### config.mk
export PLATFORM = sky130hd
export DESIGN_NAME = drive_duty_conditioner
export DESIGN_NICKNAME = d
export VERILOG_FILES = /design/src/rtl/ddc_pkg.sv /design/src/rtl/drive_duty_conditioner.sv /design/src/rtl/ddc_regs.sv /design/src/rtl/ddc_mul.sv /design/src/rtl/ddc_div.sv
export SDC_FILE = /design/constraint.sdc
export NUM_CORES = 2
export LEC_CHECK = 0
export BUFFER_PORTS_ARGS = -buffer_cell sky130_fd_sc_hd__buf_2
export CAP_MARGIN = 20
export CORE_UTILIZATION = 62
export CTS_BUF_LIST = sky130_fd_sc_hd__clkbuf_16
export DETAILED_ROUTE_END_ITERATION = 8
export GPL_TIMING_DRIVEN = 0
export PLACE_DENSITY = 0.79
export SYNTH_ARGS = -nofsm -noshare
export SYNTH_HDL_FRONTEND = slang
export SYNTH_SLANG_ARGS = --single-unit
### constraint.sdc
create_clock -name aclk -period 17.1 [get_ports aclk]
set_input_delay 0.855 -clock aclk [delete_from_list [all_inputs] [get_ports aclk]]
set_output_delay 0.855 -clock aclk [all_outputs]
set_load 0.005 [all_outputs]
### src/rtl/ddc_pkg.sv
package ddc_pkg;

    localparam int ADDR_W  = 5;
    localparam int DATA_W  = 32;
    localparam int DUTY_W  = 16;
    localparam int VOLT_W  = 16;
    localparam int LIM_W   = 15;
    localparam int MUL_W   = 17;
    localparam int PROD_W  = 2 * MUL_W;
    localparam int DVD_W   = 31;

    localparam logic [LIM_W-1:0]  RST_MAX_DUTY      = 15'd32767;
    localparam logic [VOLT_W-1:0] RST_MAX_STEP      = 16'd65535;
    localparam logic [VOLT_W-1:0] RST_FILTER_GAIN   = 16'd6554;
    localparam logic [VOLT_W-1:0] RST_MIN_VOLTAGE   = 16'd1;
    localparam logic [VOLT_W-1:0] RST_FULL_VOLTAGE  = 16'd24000;
    localparam logic [LIM_W-1:0]  RST_MAX_COMP_DUTY = 15'd32767;

    typedef enum logic [2:0] {
        REG_MAX_DUTY      = 3'd0,
        REG_MAX_STEP      = 3'd1,
        REG_FILTER_GAIN   = 3'd2,
        REG_MIN_VOLTAGE   = 3'd3,
        REG_FULL_VOLTAGE  = 3'd4,
        REG_MAX_COMP_DUTY = 3'd5,
        REG_COMP_ENABLE   = 3'd6
    } reg_idx_t;

    typedef struct packed {
        logic [LIM_W-1:0]  max_duty;
        logic [VOLT_W-1:0] max_step;
        logic [VOLT_W-1:0] filter_gain;
        logic [VOLT_W-1:0] min_voltage;
        logic [VOLT_W-1:0] full_voltage;
        logic [LIM_W-1:0]  max_comp_duty;
        logic              comp_enable;
    } cfg_t;

    typedef struct packed {
        logic              busy;
        logic              done;
        logic              ovf;
        logic [VOLT_W-1:0] quo;
    } div_res_t;

    typedef enum logic [3:0] {
        S_IDLE,
        S_PREP,
        S_FILT,
        S_LEVEL,
        S_MUL_L,
        S_DIV_L,
        S_WAIT_L,
        S_MUL_R,
        S_DIV_R,
        S_WAIT_R,
        S_DONE
    } state_t;

endpackage

### src/rtl/drive_duty_conditioner.sv
// steps per word: capture, slew limit, filter multiply and battery level; with
// compensation on, a multiply and a divide for the left side, then the right side,
// on the one-bit-per-cycle divider shared by both sides (an overflow ends early)
// new words are accepted only in the idle state, after the last one is output
// reset: synchronous active-low aresetn restores register defaults and zeroes the
// previous duties and the filtered battery level
module drive_duty_conditioner (
    input  logic                                 aclk,
    input  logic                                 aresetn,
    input  logic                                 psel,
    input  logic                                 penable,
    input  logic                                 pwrite,
    input  logic [ddc_pkg::ADDR_W-1:0]           paddr,
    input  logic [ddc_pkg::DATA_W-1:0]           pwdata,
    output logic [ddc_pkg::DATA_W-1:0]           prdata,
    output logic                                 pready,
    input  logic                                 s_valid,
    output logic                                 s_ready,
    input  logic signed [ddc_pkg::DUTY_W-1:0]    s_left_request,
    input  logic signed [ddc_pkg::DUTY_W-1:0]    s_right_request,
    input  logic                                 s_reverse,
    input  logic [ddc_pkg::VOLT_W-1:0]           s_vin_front_left,
    input  logic [ddc_pkg::VOLT_W-1:0]           s_vin_front_right,
    input  logic [ddc_pkg::VOLT_W-1:0]           s_vin_back_right,
    input  logic [ddc_pkg::VOLT_W-1:0]           s_vin_back_left,
    output logic                                 m_valid,
    input  logic                                 m_ready,
    output logic signed [ddc_pkg::DUTY_W-1:0]    m_left_duty,
    output logic signed [ddc_pkg::DUTY_W-1:0]    m_right_duty,
    output logic [ddc_pkg::VOLT_W-1:0]           m_battery_level,
    output logic                                 m_low_battery
);
    import ddc_pkg::*;

    // symmetric clamp of a 17-bit signed request to +/-lim
    function automatic logic signed [DUTY_W-1:0] clamp_sym(
        input logic signed [DUTY_W:0] v,
        input logic [LIM_W-1:0]       lim
    );
        logic signed [DUTY_W:0] pl;
        logic signed [DUTY_W:0] nl;
        pl = signed'({2'b00, lim});
        nl = -pl;
        if (v > pl) begin
            return pl[DUTY_W-1:0];
        end else if (v < nl) begin
            return nl[DUTY_W-1:0];
        end
        return v[DUTY_W-1:0];
    endfunction

    // move from last toward target by at most step
    function automatic logic signed [DUTY_W-1:0] slew(
        input logic signed [DUTY_W-1:0] target,
        input logic signed [DUTY_W-1:0] last,
        input logic [VOLT_W-1:0]        step
    );
        logic signed [DUTY_W+1:0] t;
        logic signed [DUTY_W+1:0] l;
        logic signed [DUTY_W+1:0] s;
        logic signed [DUTY_W+1:0] d;
        logic signed [DUTY_W+1:0] r;
        t = signed'({{2{target[DUTY_W-1]}}, target});
        l = signed'({{2{last[DUTY_W-1]}}, last});
        s = signed'({2'b00, step});
        d = t - l;
        r = t;
        if (d > s) begin
            r = l + s;
        end else if (d < -s) begin
            r = l - s;
        end
        return r[DUTY_W-1:0];
    endfunction

    // saturate the quotient magnitude and restore the sign
    function automatic logic signed [DUTY_W-1:0] comp_side(
        input div_res_t         dr,
        input logic             neg,
        input logic [LIM_W-1:0] lim
    );
        logic [VOLT_W-1:0] mag;
        mag = dr.quo;
        if (dr.ovf || (dr.quo > {1'b0, lim})) begin
            mag = {1'b0, lim};
        end
        return neg ? signed'(-mag) : signed'(mag);
    endfunction

    cfg_t cfg;

    ddc_regs u_regs (
        .aclk    (aclk),
        .aresetn (aresetn),
        .psel    (psel),
        .penable (penable),
        .pwrite  (pwrite),
        .paddr   (paddr),
        .pwdata  (pwdata),
        .prdata  (prdata),
        .pready  (pready),
        .cfg     (cfg)
    );

    state_t state_reg, state_next;

    // captured input word
    logic signed [DUTY_W-1:0] lreq_reg, rreq_reg;
    logic                     rev_reg;
    logic [VOLT_W-1:0]        avg_reg;

    // slew limiter and filter state
    logic signed [DUTY_W-1:0] prev_l_reg, prev_r_reg;
    logic [VOLT_W-1:0]        fv_reg;

    // per-word working values
    logic [VOLT_W-1:0]        level_reg;
    logic                     low_reg;
    logic                     neg_reg;
    logic signed [DUTY_W-1:0] comp_l_reg, comp_r_reg;

    // result word held for the consumer
    logic                     m_valid_reg;
    logic signed [DUTY_W-1:0] out_l_reg, out_r_reg;
    logic [VOLT_W-1:0]        out_lvl_reg;
    logic                     out_low_reg;

    logic                     accept;
    logic                     load_out;
    logic [VOLT_W+1:0]        vin_sum;
    logic signed [DUTY_W:0]   lsel, rsel;
    logic signed [DUTY_W-1:0] l_slew, r_slew;
    logic signed [MUL_W-1:0]  mul_a, mul_b;
    logic signed [PROD_W-1:0] mul_p;
    logic [PROD_W-1:0]        prod_mag;
    logic signed [DUTY_W+1:0] lvl_sum;
    logic [VOLT_W-1:0]        lvl_raw;
    logic [VOLT_W-1:0]        floor_v;
    logic                     div_start;
    div_res_t                 div_res;

    assign accept   = s_valid && s_ready;
    assign load_out = (state_reg == S_DONE) && (!m_valid_reg || m_ready);
    assign vin_sum  = {2'b00, s_vin_front_left} + {2'b00, s_vin_front_right}
                    + {2'b00, s_vin_back_right} + {2'b00, s_vin_back_left};

    // reverse swaps and negates; minus full scale negates to +32768 here
    assign lsel = rev_reg ? -signed'({rreq_reg[DUTY_W-1], rreq_reg})
                          :  signed'({lreq_reg[DUTY_W-1], lreq_reg});
    assign rsel = rev_reg ? -signed'({lreq_reg[DUTY_W-1], lreq_reg})
                          :  signed'({rreq_reg[DUTY_W-1], rreq_reg});

    assign l_slew = slew(clamp_sym(lsel, cfg.max_duty), prev_l_reg, cfg.max_step);
    assign r_slew = slew(clamp_sym(rsel, cfg.max_duty), prev_r_reg, cfg.max_step);

    // filter step: level + floor(k * (avg - level) / 2^16)
    assign lvl_sum = signed'({2'b00, fv_reg}) + signed'(mul_p[PROD_W-1:VOLT_W]);
    assign lvl_raw = lvl_sum[VOLT_W-1:0];
    assign floor_v = (cfg.min_voltage == '0) ? VOLT_W'(1) : cfg.min_voltage;

    assign prod_mag = mul_p[PROD_W-1] ? unsigned'(-mul_p) : unsigned'(mul_p);

    ddc_mul u_mul (
        .aclk (aclk),
        .a    (mul_a),
        .b    (mul_b),
        .p    (mul_p)
    );

    ddc_div u_div (
        .aclk     (aclk),
        .aresetn  (aresetn),
        .start    (div_start),
        .dividend (prod_mag[DVD_W-1:0]),
        .divisor  (level_reg),
        .res      (div_res)
    );

    // next state
    always_comb begin
        state_next = state_reg;
        unique case (state_reg)
            S_IDLE:   if (s_valid) state_next = S_PREP;
            S_PREP:   state_next = S_FILT;
            S_FILT:   state_next = S_LEVEL;
            S_LEVEL:  state_next = cfg.comp_enable ? S_MUL_L : S_DONE;
            S_MUL_L:  state_next = S_DIV_L;
            S_DIV_L:  state_next = S_WAIT_L;
            S_WAIT_L: if (div_res.done) state_next = S_MUL_R;
            S_MUL_R:  state_next = S_DIV_R;
            S_DIV_R:  state_next = S_WAIT_R;
            S_WAIT_R: if (div_res.done) state_next = S_DONE;
            S_DONE:   if (!m_valid_reg || m_ready) state_next = S_IDLE;
            default:  state_next = S_IDLE;
        endcase
    end

    // sequencer outputs: input ready, shared multiplier operands and divider start
    always_comb begin
        s_ready   = 1'b0;
        div_start = 1'b0;
        mul_a     = '0;
        mul_b     = '0;
        unique case (state_reg)
            S_IDLE: s_ready = 1'b1;
            S_FILT: begin
                mul_a = signed'({1'b0, avg_reg}) - signed'({1'b0, fv_reg});
                mul_b = signed'({1'b0, cfg.filter_gain});
            end
            S_MUL_L: begin
                mul_a = signed'({prev_l_reg[DUTY_W-1], prev_l_reg});
                mul_b = signed'({1'b0, cfg.full_voltage});
            end
            S_MUL_R: begin
                mul_a = signed'({prev_r_reg[DUTY_W-1], prev_r_reg});
                mul_b = signed'({1'b0, cfg.full_voltage});
            end
            S_DIV_L, S_DIV_R: div_start = 1'b1;
            default: ;
        endcase
    end

    always_ff @(posedge aclk) begin
        if (!aresetn) begin
            state_reg   <= S_IDLE;
            prev_l_reg  <= '0;
            prev_r_reg  <= '0;
            fv_reg      <= '0;
            m_valid_reg <= 1'b0;
        end else begin
            state_reg <= state_next;
            // the slew-limited duty, not the compensated one, is remembered
            if (state_reg == S_PREP) begin
                prev_l_reg <= l_slew;
                prev_r_reg <= r_slew;
            end
            if (state_reg == S_LEVEL) begin
                fv_reg <= (lvl_raw < floor_v) ? floor_v : lvl_raw;
            end
            if (load_out) begin
                m_valid_reg <= 1'b1;
            end else if (m_ready) begin
                m_valid_reg <= 1'b0;
            end
        end
    end

    // payload registers
    always_ff @(posedge aclk) begin
        if (accept) begin
            lreq_reg <= s_left_request;
            rreq_reg <= s_right_request;
            rev_reg  <= s_reverse;
            avg_reg  <= vin_sum[VOLT_W+1:2];
        end
        if (state_reg == S_LEVEL) begin
            level_reg <= (lvl_raw < floor_v) ? floor_v : lvl_raw;
            low_reg   <= lvl_raw < floor_v;
        end
        if (state_reg == S_DIV_L || state_reg == S_DIV_R) begin
            neg_reg <= mul_p[PROD_W-1];
        end
        if (state_reg == S_WAIT_L && div_res.done) begin
            comp_l_reg <= comp_side(div_res, neg_reg, cfg.max_comp_duty);
        end
        if (state_reg == S_WAIT_R && div_res.done) begin
            comp_r_reg <= comp_side(div_res, neg_reg, cfg.max_comp_duty);
        end
        if (load_out) begin
            out_l_reg   <= cfg.comp_enable ? comp_l_reg : prev_l_reg;
            out_r_reg   <= cfg.comp_enable ? comp_r_reg : prev_r_reg;
            out_lvl_reg <= level_reg;
            out_low_reg <= low_reg;
        end
    end

    assign m_valid         = m_valid_reg;
    assign m_left_duty     = out_l_reg;
    assign m_right_duty    = out_r_reg;
    assign m_battery_level = out_lvl_reg;
    assign m_low_battery   = out_low_reg;

    // divider is never restarted while it still iterates
    a_div_idle_on_start: assert property (@(posedge aclk) disable iff (!aresetn)
        div_start |-> !div_res.busy)
        else $error("divider started while busy");

    // the floor keeps the divisor nonzero
    a_level_nonzero: assert property (@(posedge aclk) disable iff (!aresetn)
        (state_reg == S_MUL_L || state_reg == S_MUL_R) |-> (level_reg != '0))
        else $error("zero battery level reached the divider");

    // a finished word always lands in the output register
    a_out_loaded: assert property (@(posedge aclk) disable iff (!aresetn)
        load_out |=> (m_valid_reg && state_reg == S_IDLE))
        else $error("result word not loaded");

    // remembered duty never reaches minus full scale
    a_prev_range: assert property (@(posedge aclk) disable iff (!aresetn)
        (prev_l_reg != 16'sh8000) && (prev_r_reg != 16'sh8000))
        else $error("previous duty out of range");

endmodule

### src/rtl/ddc_regs.sv
module ddc_regs (
    input  logic                          aclk,
    input  logic                          aresetn,
    input  logic                          psel,
    input  logic                          penable,
    input  logic                          pwrite,
    input  logic [ddc_pkg::ADDR_W-1:0]    paddr,
    input  logic [ddc_pkg::DATA_W-1:0]    pwdata,
    output logic [ddc_pkg::DATA_W-1:0]    prdata,
    output logic                          pready,
    output ddc_pkg::cfg_t                 cfg
);
    import ddc_pkg::*;

    cfg_t     cfg_reg;
    reg_idx_t idx;
    logic     wr_en;

    assign idx    = reg_idx_t'(paddr[ADDR_W-1:2]);
    assign wr_en  = psel && penable && pwrite;
    assign pready = 1'b1;
    assign cfg    = cfg_reg;

    always_ff @(posedge aclk) begin
        if (!aresetn) begin
            cfg_reg.max_duty      <= RST_MAX_DUTY;
            cfg_reg.max_step      <= RST_MAX_STEP;
            cfg_reg.filter_gain   <= RST_FILTER_GAIN;
            cfg_reg.min_voltage   <= RST_MIN_VOLTAGE;
            cfg_reg.full_voltage  <= RST_FULL_VOLTAGE;
            cfg_reg.max_comp_duty <= RST_MAX_COMP_DUTY;
            cfg_reg.comp_enable   <= 1'b0;
        end else if (wr_en) begin
            unique case (idx)
                REG_MAX_DUTY:      cfg_reg.max_duty      <= pwdata[LIM_W-1:0];
                REG_MAX_STEP:      cfg_reg.max_step      <= pwdata[VOLT_W-1:0];
                REG_FILTER_GAIN:   cfg_reg.filter_gain   <= pwdata[VOLT_W-1:0];
                REG_MIN_VOLTAGE:   cfg_reg.min_voltage   <= pwdata[VOLT_W-1:0];
                REG_FULL_VOLTAGE:  cfg_reg.full_voltage  <= pwdata[VOLT_W-1:0];
                REG_MAX_COMP_DUTY: cfg_reg.max_comp_duty <= pwdata[LIM_W-1:0];
                REG_COMP_ENABLE:   cfg_reg.comp_enable   <= pwdata[0];
                default: ;
            endcase
        end
    end

    always_comb begin
        prdata = '0;
        unique case (idx)
            REG_MAX_DUTY:      prdata = DATA_W'(cfg_reg.max_duty);
            REG_MAX_STEP:      prdata = DATA_W'(cfg_reg.max_step);
            REG_FILTER_GAIN:   prdata = DATA_W'(cfg_reg.filter_gain);
            REG_MIN_VOLTAGE:   prdata = DATA_W'(cfg_reg.min_voltage);
            REG_FULL_VOLTAGE:  prdata = DATA_W'(cfg_reg.full_voltage);
            REG_MAX_COMP_DUTY: prdata = DATA_W'(cfg_reg.max_comp_duty);
            REG_COMP_ENABLE:   prdata = DATA_W'(cfg_reg.comp_enable);
            default:           prdata = '0;
        endcase
    end

endmodule

### src/rtl/ddc_mul.sv
module ddc_mul (
    input  logic                                aclk,
    input  logic signed [ddc_pkg::MUL_W-1:0]    a,
    input  logic signed [ddc_pkg::MUL_W-1:0]    b,
    output logic signed [ddc_pkg::PROD_W-1:0]   p
);
    import ddc_pkg::*;

    logic signed [PROD_W-1:0] p_reg;

    // registered signed product, shared by the filter and both sides
    always_ff @(posedge aclk) begin
        p_reg <= a * b;
    end

    assign p = p_reg;

endmodule

### src/rtl/ddc_div.sv
module ddc_div (
    input  logic                          aclk,
    input  logic                          aresetn,
    input  logic                          start,
    input  logic [ddc_pkg::DVD_W-1:0]     dividend,
    input  logic [ddc_pkg::VOLT_W-1:0]    divisor,
    output ddc_pkg::div_res_t             res
);
    import ddc_pkg::*;

    localparam int CNT_W = $clog2(VOLT_W);

    logic              busy_reg;
    logic              done_reg;
    logic              ovf_reg;
    logic [CNT_W-1:0]  cnt_reg;
    logic [VOLT_W-1:0] rem_reg;
    logic [VOLT_W-1:0] dvd_reg;
    logic [VOLT_W-1:0] dsr_reg;
    logic [VOLT_W:0]   trial;
    logic              too_big;

    // quotient of 2^16 or more only matters as saturation
    assign too_big = {1'b0, dividend[DVD_W-1:VOLT_W]} >= divisor;
    assign trial   = {rem_reg, dvd_reg[VOLT_W-1]} - {1'b0, dsr_reg};

    always_ff @(posedge aclk) begin
        if (!aresetn) begin
            busy_reg <= 1'b0;
            done_reg <= 1'b0;
            ovf_reg  <= 1'b0;
            cnt_reg  <= '0;
        end else begin
            done_reg <= 1'b0;
            if (start) begin
                ovf_reg <= too_big;
                if (too_big) begin
                    done_reg <= 1'b1;
                end else begin
                    busy_reg <= 1'b1;
                    cnt_reg  <= CNT_W'(VOLT_W - 1);
                end
            end else if (busy_reg) begin
                cnt_reg <= cnt_reg - 1'b1;
                if (cnt_reg == '0) begin
                    busy_reg <= 1'b0;
                    done_reg <= 1'b1;
                end
            end
        end
    end

    // restoring division, one quotient bit per cycle
    always_ff @(posedge aclk) begin
        if (start) begin
            rem_reg <= {1'b0, dividend[DVD_W-1:VOLT_W]};
            dvd_reg <= dividend[VOLT_W-1:0];
            dsr_reg <= divisor;
        end else if (busy_reg) begin
            if (!trial[VOLT_W]) begin
                rem_reg <= trial[VOLT_W-1:0];
            end else begin
                rem_reg <= {rem_reg[VOLT_W-2:0], dvd_reg[VOLT_W-1]};
            end
            dvd_reg <= {dvd_reg[VOLT_W-2:0], ~trial[VOLT_W]};
        end
    end

    assign res.busy = busy_reg;
    assign res.done = done_reg;
    assign res.ovf  = ovf_reg;
    assign res.quo  = dvd_reg;

endmodule

* Word-level counts from Yosys, hierarchy flattened *
Index checks and enable logic that the tools add are counted.

word-level totals
  input bits = 141
  word-level logic and storage cells = 170
  flip-flop bits (word level) = 385
  output and inout bits = 84

cells by class
  order comparisons = 11
  eq/ne operators = 21
  $mul = 1
  bitwise logic cells = 1
  multiplexer cells = 55
  add/sub/neg operators = 20
  reduce and logical (&&, ||, !) cells = 27

operator list
  cell                                                        number
  16-bit two-way mux                                          22
  16-bit case mux with 7 select lines                         1
  17-bit case mux with 3 select lines                         1
  16-bit by 16-bit subtractor with 17-bit output              3
  16-bit adder                                                3
  4-bit case mux with 11 select lines                         1
  17-bit by 18-bit < comparator with 1-bit output             2
  17-bit by 16-bit greater-than comparator with 1-bit output  2
  17-bit greater-than comparator                              2
  17-bit < comparator                                         2
  17-bit by 17-bit multiplier with 34-bit output              1
  17-bit two-way mux                                          2
  16-bit negator with 17-bit output                           2
  4-bit two-way mux                                           8
  16-bit negator                                              2
  16-bit case mux with 2 select lines                         1
  16-bit subtractor                                           2
  31-bit two-way mux                                          1
  31-bit negator                                              1
  15-bit two-way mux                                          2
  17-bit by 16-bit adder with 18-bit output                   1
  18-bit by 16-bit adder with 18-bit output                   1
  16-bit negator with 18-bit output                           1
  16-bit by 16-bit adder with 17-bit output                   1
  27 further kinds                                            71

* Longest topological paths before layout *
  depth in word-level cells = 10
  depth in mapped cells = 39
  depth with buffers taken out = 36

* Cells and area by module *
From an unflattened synthesis, not the netlist that was laid out.

unflattened totals
  cells, all modules = 4,640
  area, all modules = 41,846.4 µm²

by module, submodules not included
  module                  sequential area each (µm²)  cells an instance  instances  area an instance (µm²)
  drive_duty_conditioner  5,505.3                     2,522              1          21,838.4
  ddc_mul                 680.7                       1,258              1          11,766.3
  ddc_regs                1,901.8                     521                1          4,664.5
  ddc_div                 1,571.5                     339                1          3,577.2

* Least setup slack after synthesis *
OpenSTA, ideal clock, no wires.

  kind = reg2reg
  from = register rreq_reg[0]
  to = register prev_l_reg[1]
  cell stages (with the launch flop) = 31
  path slack = 8,413 ps
  path buffers = 2
  period minus slack after synthesis = 8,687 ps
  data required time = 16,983 ps
  library setup time = 117 ps
  data arrival time = 8,569 ps
  path through = edfxtp_1 or4_4 or4_1 buf_2 or4_1 a31oi_1 inv_1 ha_1 nor2b_1 or4b_2 o31ai_2 mux2_2 o221a_2 ha_1 or2_2 a21oi_1 a211oi_1 o31ai_1 a21oi_1 a2111oi_0 a211o_1 ha_1 nand3_1 or3_1 nor4_1 nor3_1 and2_1 o32ai_1 buf_2 nand2_1 a32o_1

on the way
  cells in the longest elaborated chain, start to end = 10
  elaborated cells between the ends (all ways) = 13
  classes of those cells = add/sub: 2; order compare: 4; mux: 7

ends and longest elaborated chain
  what                                             line                           RTL
  start: declaration                               drive_duty_conditioner.sv:108  logic signed [DUTY_W-1:0] lreq_reg, rreq_reg;
  start signal: assignment                         drive_duty_conditioner.sv:252  rreq_reg <= s_right_request;
  16-bit negator with 17-bit output *              drive_duty_conditioner.sv:148  assign lsel = rev_reg ? -signed'({rreq_reg[DUTY_W-1], rreq_reg})
  17-bit two-way mux *                             drive_duty_conditioner.sv:148
  17-bit < comparator                              drive_duty_conditioner.sv:46   end else if (v < nl) begin
  1-bit two-way mux                                drive_duty_conditioner.sv:46
  1-bit two-way mux                                drive_duty_conditioner.sv:44   if (v > pl) begin
  16-bit two-way mux *                             drive_duty_conditioner.sv:49   return v[DUTY_W-1:0];
  16-bit by 16-bit subtractor with 17-bit output   drive_duty_conditioner.sv:66   d = t - l;
  17-bit by 18-bit < comparator with 1-bit output  drive_duty_conditioner.sv:70   end else if (d < -s) begin
  16-bit two-way mux                               drive_duty_conditioner.sv:70
  16-bit two-way mux *                             drive_duty_conditioner.sv:68   if (d > s) begin
  end signal: assignment                           drive_duty_conditioner.sv:234  prev_l_reg <= l_slew;
  end: declaration                                 drive_duty_conditioner.sv:113  logic signed [DUTY_W-1:0] prev_l_reg, prev_r_reg;

Mark *: on every way between the ends. The rest lies on a longest branch, timed or not.
A chain may end at the register's enable or synchronous reset.

* Worst setup path after layout *
  from = register u_regs.cfg_reg (netlist bit u_regs.cfg[82])
  to = register prev_l_reg[1]

on the way
  cells in the longest elaborated chain, start to end = 9
  elaborated cells between the ends (all ways) = 13
  classes of those cells = add/sub: 2; order compare: 4; mux: 7

ends and longest elaborated chain
  what                                             line                          RTL
  start: declaration                               ddc_regs.sv:15                cfg_t cfg_reg;
  15-bit negator with 17-bit output                drive_duty_conditioner.sv:43  nl = -pl;
  17-bit < comparator                              drive_duty_conditioner.sv:46
  1-bit two-way mux                                drive_duty_conditioner.sv:46
  1-bit two-way mux                                drive_duty_conditioner.sv:44
  16-bit two-way mux *                             drive_duty_conditioner.sv:49
  16-bit by 16-bit subtractor with 17-bit output   drive_duty_conditioner.sv:66
  17-bit by 18-bit < comparator with 1-bit output  drive_duty_conditioner.sv:70
  16-bit two-way mux                               drive_duty_conditioner.sv:70
  16-bit two-way mux *                             drive_duty_conditioner.sv:68

Mark *: on every way between the ends. The rest lies on a longest branch, timed or not. The select of a mux whose other input is x is not followed.

==> results_tabular.tex <==
\begin{tabular}{lr}
\hline
Metric & Value \\
\hline
\multicolumn{2}{l}{\textbf{Run status}} \\
\quad Status & completed \\
\multicolumn{2}{l}{\textbf{STA}} \\
\quad Unrepaired setup endpoints after global routing & no \\
\quad Final setup violation count & 0 \\
\quad Max-slew headroom at the worst pin & 16.2\% \\
\quad Count of endpoints failing hold in the final timing report & 0 \\
\quad Tcrit/Tclk final & between 60 and 70\% \\
\quad Pin slew with the least headroom to its limit & between 1 and 1.5 ns \\
\quad Setup total negative slack & 0 ns \\
\quad Timing-limited maximum frequency & 90.8 MHz \\
\quad Worst clock skew on the final layout & 0.0288 ns \\
\quad Pins Over Slew Limit & 0 \\
\quad Period minus WS final & $\sim$11 ns \\
\multicolumn{2}{l}{\textbf{Setup path}} \\
\quad Reg-to-reg critical path endpoint & prev\_l\_reg[1]\$\_SDFFE\_PN0N\_ \\
\quad Required time at the worst-slack endpoint & between 15 and 20 ns \\
\quad Data arrival at the endpoint of the critical path & between 10 and 15 ns \\
\quad CP peak stage delay & about 0.9 ns \\
\quad Critical R2R Launch & u\_regs.cfg[82]\$\_SDFFE\_PN1P\_ \\
\quad R2r worst-path depth & 34 \\
\quad Setup slack of the worst register-to-register path & around 6.1 ns \\
\quad Launching element type of the critical path & flip-flop \\
\quad Worst-path cell with the longest stage delay & sky130\_fd\_sc\_hd\_\_o31ai\_2 \\
\quad Critical Path Sink Type & flip-flop \\
\quad Type of the setup path with the least slack & reg2reg \\
\quad Maximum fanout along the worst path & 10 \\
\multicolumn{2}{l}{\textbf{Logic synthesis}} \\
\quad Share of flip-flops with an asynchronous set or reset & 0\% \\
\quad Number of distinct library cells after synthesis & 95 \\
\quad Number of enable-type register cells in the synthesized netlist & between 150 and 200 \\
\quad Sequential element share of the synthesized area & a little under a quarter \\
\quad Main synth FF type & sky130\_fd\_sc\_hd\_\_edfxtp\_1 \\
\quad Syn Std Cell Area & approximately 41,000 µm² \\
\quad Synthesized area per cell & $\sim$8.8 µm² \\
\quad Syn Inst Count & between 4,000 and 5,000 \\
\quad Flops \& latches, synth & $\sim$380 \\
\quad Synth Warn \# & 0 \\
\multicolumn{2}{l}{\textbf{Clock network}} \\
\quad Maximum clock path buffer count & 3 \\
\quad Clock root buffer & sky130\_fd\_sc\_hd\_\_clkbuf\_16 \\
\quad Clock tree from TritonCTS & built \\
\quad Clock buffers created by TritonCTS & 44 \\
\quad Clock edge transition at the registers on the reported setup and hold paths & roughly 0.070 ns \\
\quad Sink Count & around 380 \\
\quad Postcts setup bufs & 0 \\
\quad Post-CTS resize count & 0 \\
\quad Total number of H-tree levels & 2 \\
\quad Hold buffer count at CTS & 0 \\
\quad Insertion delay of the later-clocked pin in the worst-skew pair & about 0.62 ns \\
\multicolumn{2}{l}{\textbf{Min path}} \\
\quad Hold-critical path endpoint & rreq\_reg[12]\$\_DFFE\_PP\_ \\
\quad Number of cells traversed by the worst hold path & 1 \\
\quad Hold Startpoint & s\_right\_request[12] \\
\quad Class of the most critical hold timing path & in2reg \\
\multicolumn{2}{l}{\textbf{Final layout}} \\
\quad Filler cell count & 5,258 \\
\quad Number of flip-flops under the largest register name & between 90 and 100 \\
\quad Most frequent cells in the layout & sky130\_fd\_sc\_hd\_\_inv\_1 (600), sky130\_fd\_sc\_hd\_\_nand2\_1 (514), sky130\_fd\_sc\_hd\_\_ha\_1 (420) \\
\quad FF/Latch Area & between 9000 and 10,000 µm² \\
\quad Layout-stage area growth over the synthesis result & 8.92\% \\
\quad Fraction of layout instances using a drive strength above 1 & under 10\% \\
\quad Final Instance Area & 44,200 µm² \\
\quad Multi-input gate area in the final layout & 28,000 µm² \\
\quad Commonest non-fill, non-tap cell in the layout & sky130\_fd\_sc\_hd\_\_inv\_1 \\
\quad Nets@finish & 5,761 \\
\multicolumn{2}{l}{\textbf{Routing}} \\
\quad Via-per-instance ratio & between 6 and 7 \\
\quad Number of vias in the routed layout & 36,900 \\
\quad Drt pass-1 iters & 9 \\
\quad Number of DRC markers in iteration 0 & between 4,000 and 5,000 \\
\quad Routed wire length & about 140,000 µm \\
\quad Antenna-violating nets left & 0 \\
\quad WL per Instance & approximately 25 µm \\
\quad Number of remaining DRC errors & 0 \\
\multicolumn{2}{l}{\textbf{Floorplanning}} \\
\quad Vertical extent of the die & between 200 and 300 µm \\
\quad Die footprint & about 66,000 µm² \\
\quad Area of the core region & between 60,000 and 70,000 µm² \\
\quad Chip Width & 258 µm \\
\quad Number of primary I/O pins & around 230 \\
\quad Starting Density & a little over three fifths \\
\quad Row cnt & a little over 90 \\
\multicolumn{2}{l}{\textbf{Run}} \\
\quad Number of maximum-capacitance constraint violations & 0 \\
\multicolumn{2}{l}{\textbf{Global route}} \\
\quad Initial antenna violation count & 8 \\
\quad Wire length of the first global-routing pass & between 200,000 and 250,000 µm \\
\quad Maximum number of pins on one net before global-route repair & 43 \\
\quad Gr ovfl total & 0 \\
\quad Total global-route track usage & around 42\% \\
\quad Via count of the first global-routing pass & 35,300 \\
\multicolumn{2}{l}{\textbf{Power}} \\
\quad Leakage Power & just under 20 nW \\
\quad Power Density & just over 100 nW/µm² \\
\quad Peak ir drop on the vdd network & around 0.087 mV \\
\multicolumn{2}{l}{\textbf{Placement}} \\
\quad HPWL after detailed placement & roughly 120,000 µm \\
\quad Cell area after placement & about 43,000 µm² \\
\quad Buffers added on ports & roughly 190 \\
\quad Routability Congestion & 1.05 \\
\hline
\end{tabular}
-- worst max-delay path, delay by kind of cell (launching register included) --
kind                     cells  cell delay, ns
flip-flops                   1            0.30
AND/OR/NAND/NOR             14            4.16
AO/OA/AOI/OAI               12            4.16
adder cells (fa/ha/maj)      3            0.70
buffers and inverters        5            1.55
-- where the power goes --
group          internal, mW  total, mW  switching [mW]  leakage [nW]
clock network         0.520      0.966           0.447         0.718
registers              1.06       1.17           0.105          3.33
logic                 0.856       2.32            1.46          15.3
-- worst max path at each step --
stage / start / to / depth (start not counted)
after floorplan: rreq_reg[0]$_DFFE_PP_ / prev_l_reg[1]$_SDFFE_PN0N_ / 30
after global placement: u_regs.cfg[82]$_SDFFE_PN1P_ / prev_l_reg[1]$_SDFFE_PN0N_ / 32
after detailed placement: u_regs.cfg[82]$_SDFFE_PN1P_ / prev_l_reg[1]$_SDFFE_PN0N_ / 34
after CTS: u_regs.cfg[82]$_SDFFE_PN1P_ / prev_l_reg[1]$_SDFFE_PN0N_ / 34
after global routing: u_regs.cfg[82]$_SDFFE_PN1P_ / prev_l_reg[4]$_SDFFE_PN0N_ / 34
final: u_regs.cfg[82]$_SDFFE_PN1P_ / prev_l_reg[1]$_SDFFE_PN0N_ / 34
-- layout make-up --
cell class,instances,area share (%)
Clock buffer,45,2.55
Multi-Input combinational cell,3469,63.3
Tap cell,855,2.42
Inverter,596,5.06
Timing Repair Buffer,197,2.35
Buffer,188,1.84
Antenna cell,4,0.0226
Sequential cell,384,21.8
Clock inverter,37,0.702
-- through the flow --
stage / instances / util (%) / setup slack (ns) / power, mW / hold WS, ns
detailed placement: 5689 / 66.2 / 6.59 / 3.41 / 0.423
CTS: 5771 / 68.4 / 6.52 / 4.37 / 0.400
global route: 5771 / 68.4 / 5.58 / 4.67 / 0.409
global placement: 5678 / 66.0 / 6.24 / 3.37 / 0.402
floorplan: 4637 / - / 8.41 / 2.71 / 0.400
finish: 5775 / 68.5 / 6.09 / 4.45 / 0.410
-- layer usage --
layer / global-route usage [%] / part of all wire, % / vias to the layer above / wire [µm]
met5: 0 / 0.036 / - / 51
met4: 21.1 / 5.7 / 8 / 8120
met3: 11.1 / 13 / 421 / 18100
met2: 64.0 / 43 / 2196 / 61000
met1: 56.7 / 39 / 17800 / 54800
li1: - / - / 16500 / -
-- logic make-up (layout without fill, tap and decap cells) --
kind of cell / Yosys count / after routing / share of synthesized area (%)
AO/OA/AOI/OAI: 1037 / 1037 / 17.0
buffers and inverters: 784 / 1063 / 7.52
AND/OR/NAND/NOR: 1349 / 1349 / 15.2
XOR/XNOR: 194 / 194 / 4.19
multiplexers: 132 / 132 / 3.66
other: 2 / 21 / 0.0185
flip-flops: 384 / 384 / 23.7
adder cells (fa/ha/maj): 740 / 740 / 28.7
-- Yosys cell counts (32+ instances only) --
| cell type | number | area share (%) |
|---|---|---|
| sky130_fd_sc_hd__inv_1 | 593 | 5.5 |
| sky130_fd_sc_hd__nand2_1 | 514 | 4.8 |
| sky130_fd_sc_hd__ha_1 | 420 | 13 |
| sky130_fd_sc_hd__nor2_1 | 367 | 3.4 |
| sky130_fd_sc_hd__fa_1 | 320 | 16 |
| sky130_fd_sc_hd__a21oi_1 | 264 | 3.3 |
| sky130_fd_sc_hd__o21ai_0 | 210 | 2.6 |
| sky130_fd_sc_hd__edfxtp_1 | 195 | 14 |
| sky130_fd_sc_hd__dfxtp_1 | 189 | 9.3 |
| sky130_fd_sc_hd__clkbuf_1 | 144 | 1.3 |
| sky130_fd_sc_hd__xnor2_1 | 137 | 3.0 |
| sky130_fd_sc_hd__nor3_1 | 76 | 0.94 |
| sky130_fd_sc_hd__mux2i_1 | 73 | 1.8 |
| sky130_fd_sc_hd__nand3_1 | 71 | 0.88 |
| sky130_fd_sc_hd__a21o_1 | 61 | 1.1 |
| sky130_fd_sc_hd__o211ai_1 | 58 | 1.1 |
| sky130_fd_sc_hd__xor2_1 | 57 | 1.2 |
| sky130_fd_sc_hd__mux2_2 | 51 | 1.4 |
| sky130_fd_sc_hd__nand2b_1 | 46 | 0.71 |
| sky130_fd_sc_hd__nor2b_1 | 46 | 0.71 |
| sky130_fd_sc_hd__or3_1 | 44 | 0.68 |
| sky130_fd_sc_hd__o21a_1 | 42 | 0.78 |
| sky130_fd_sc_hd__a31oi_1 | 38 | 0.59 |
| sky130_fd_sc_hd__a211oi_1 | 34 | 0.63 |
| sky130_fd_sc_hd__a22oi_1 | 32 | 0.59 |
| sky130_fd_sc_hd__nand4_1 | 32 | 0.49 |
| sky130_fd_sc_hd__o31ai_1 | 32 | 0.59 |
(Power assumes the default switching activity.)
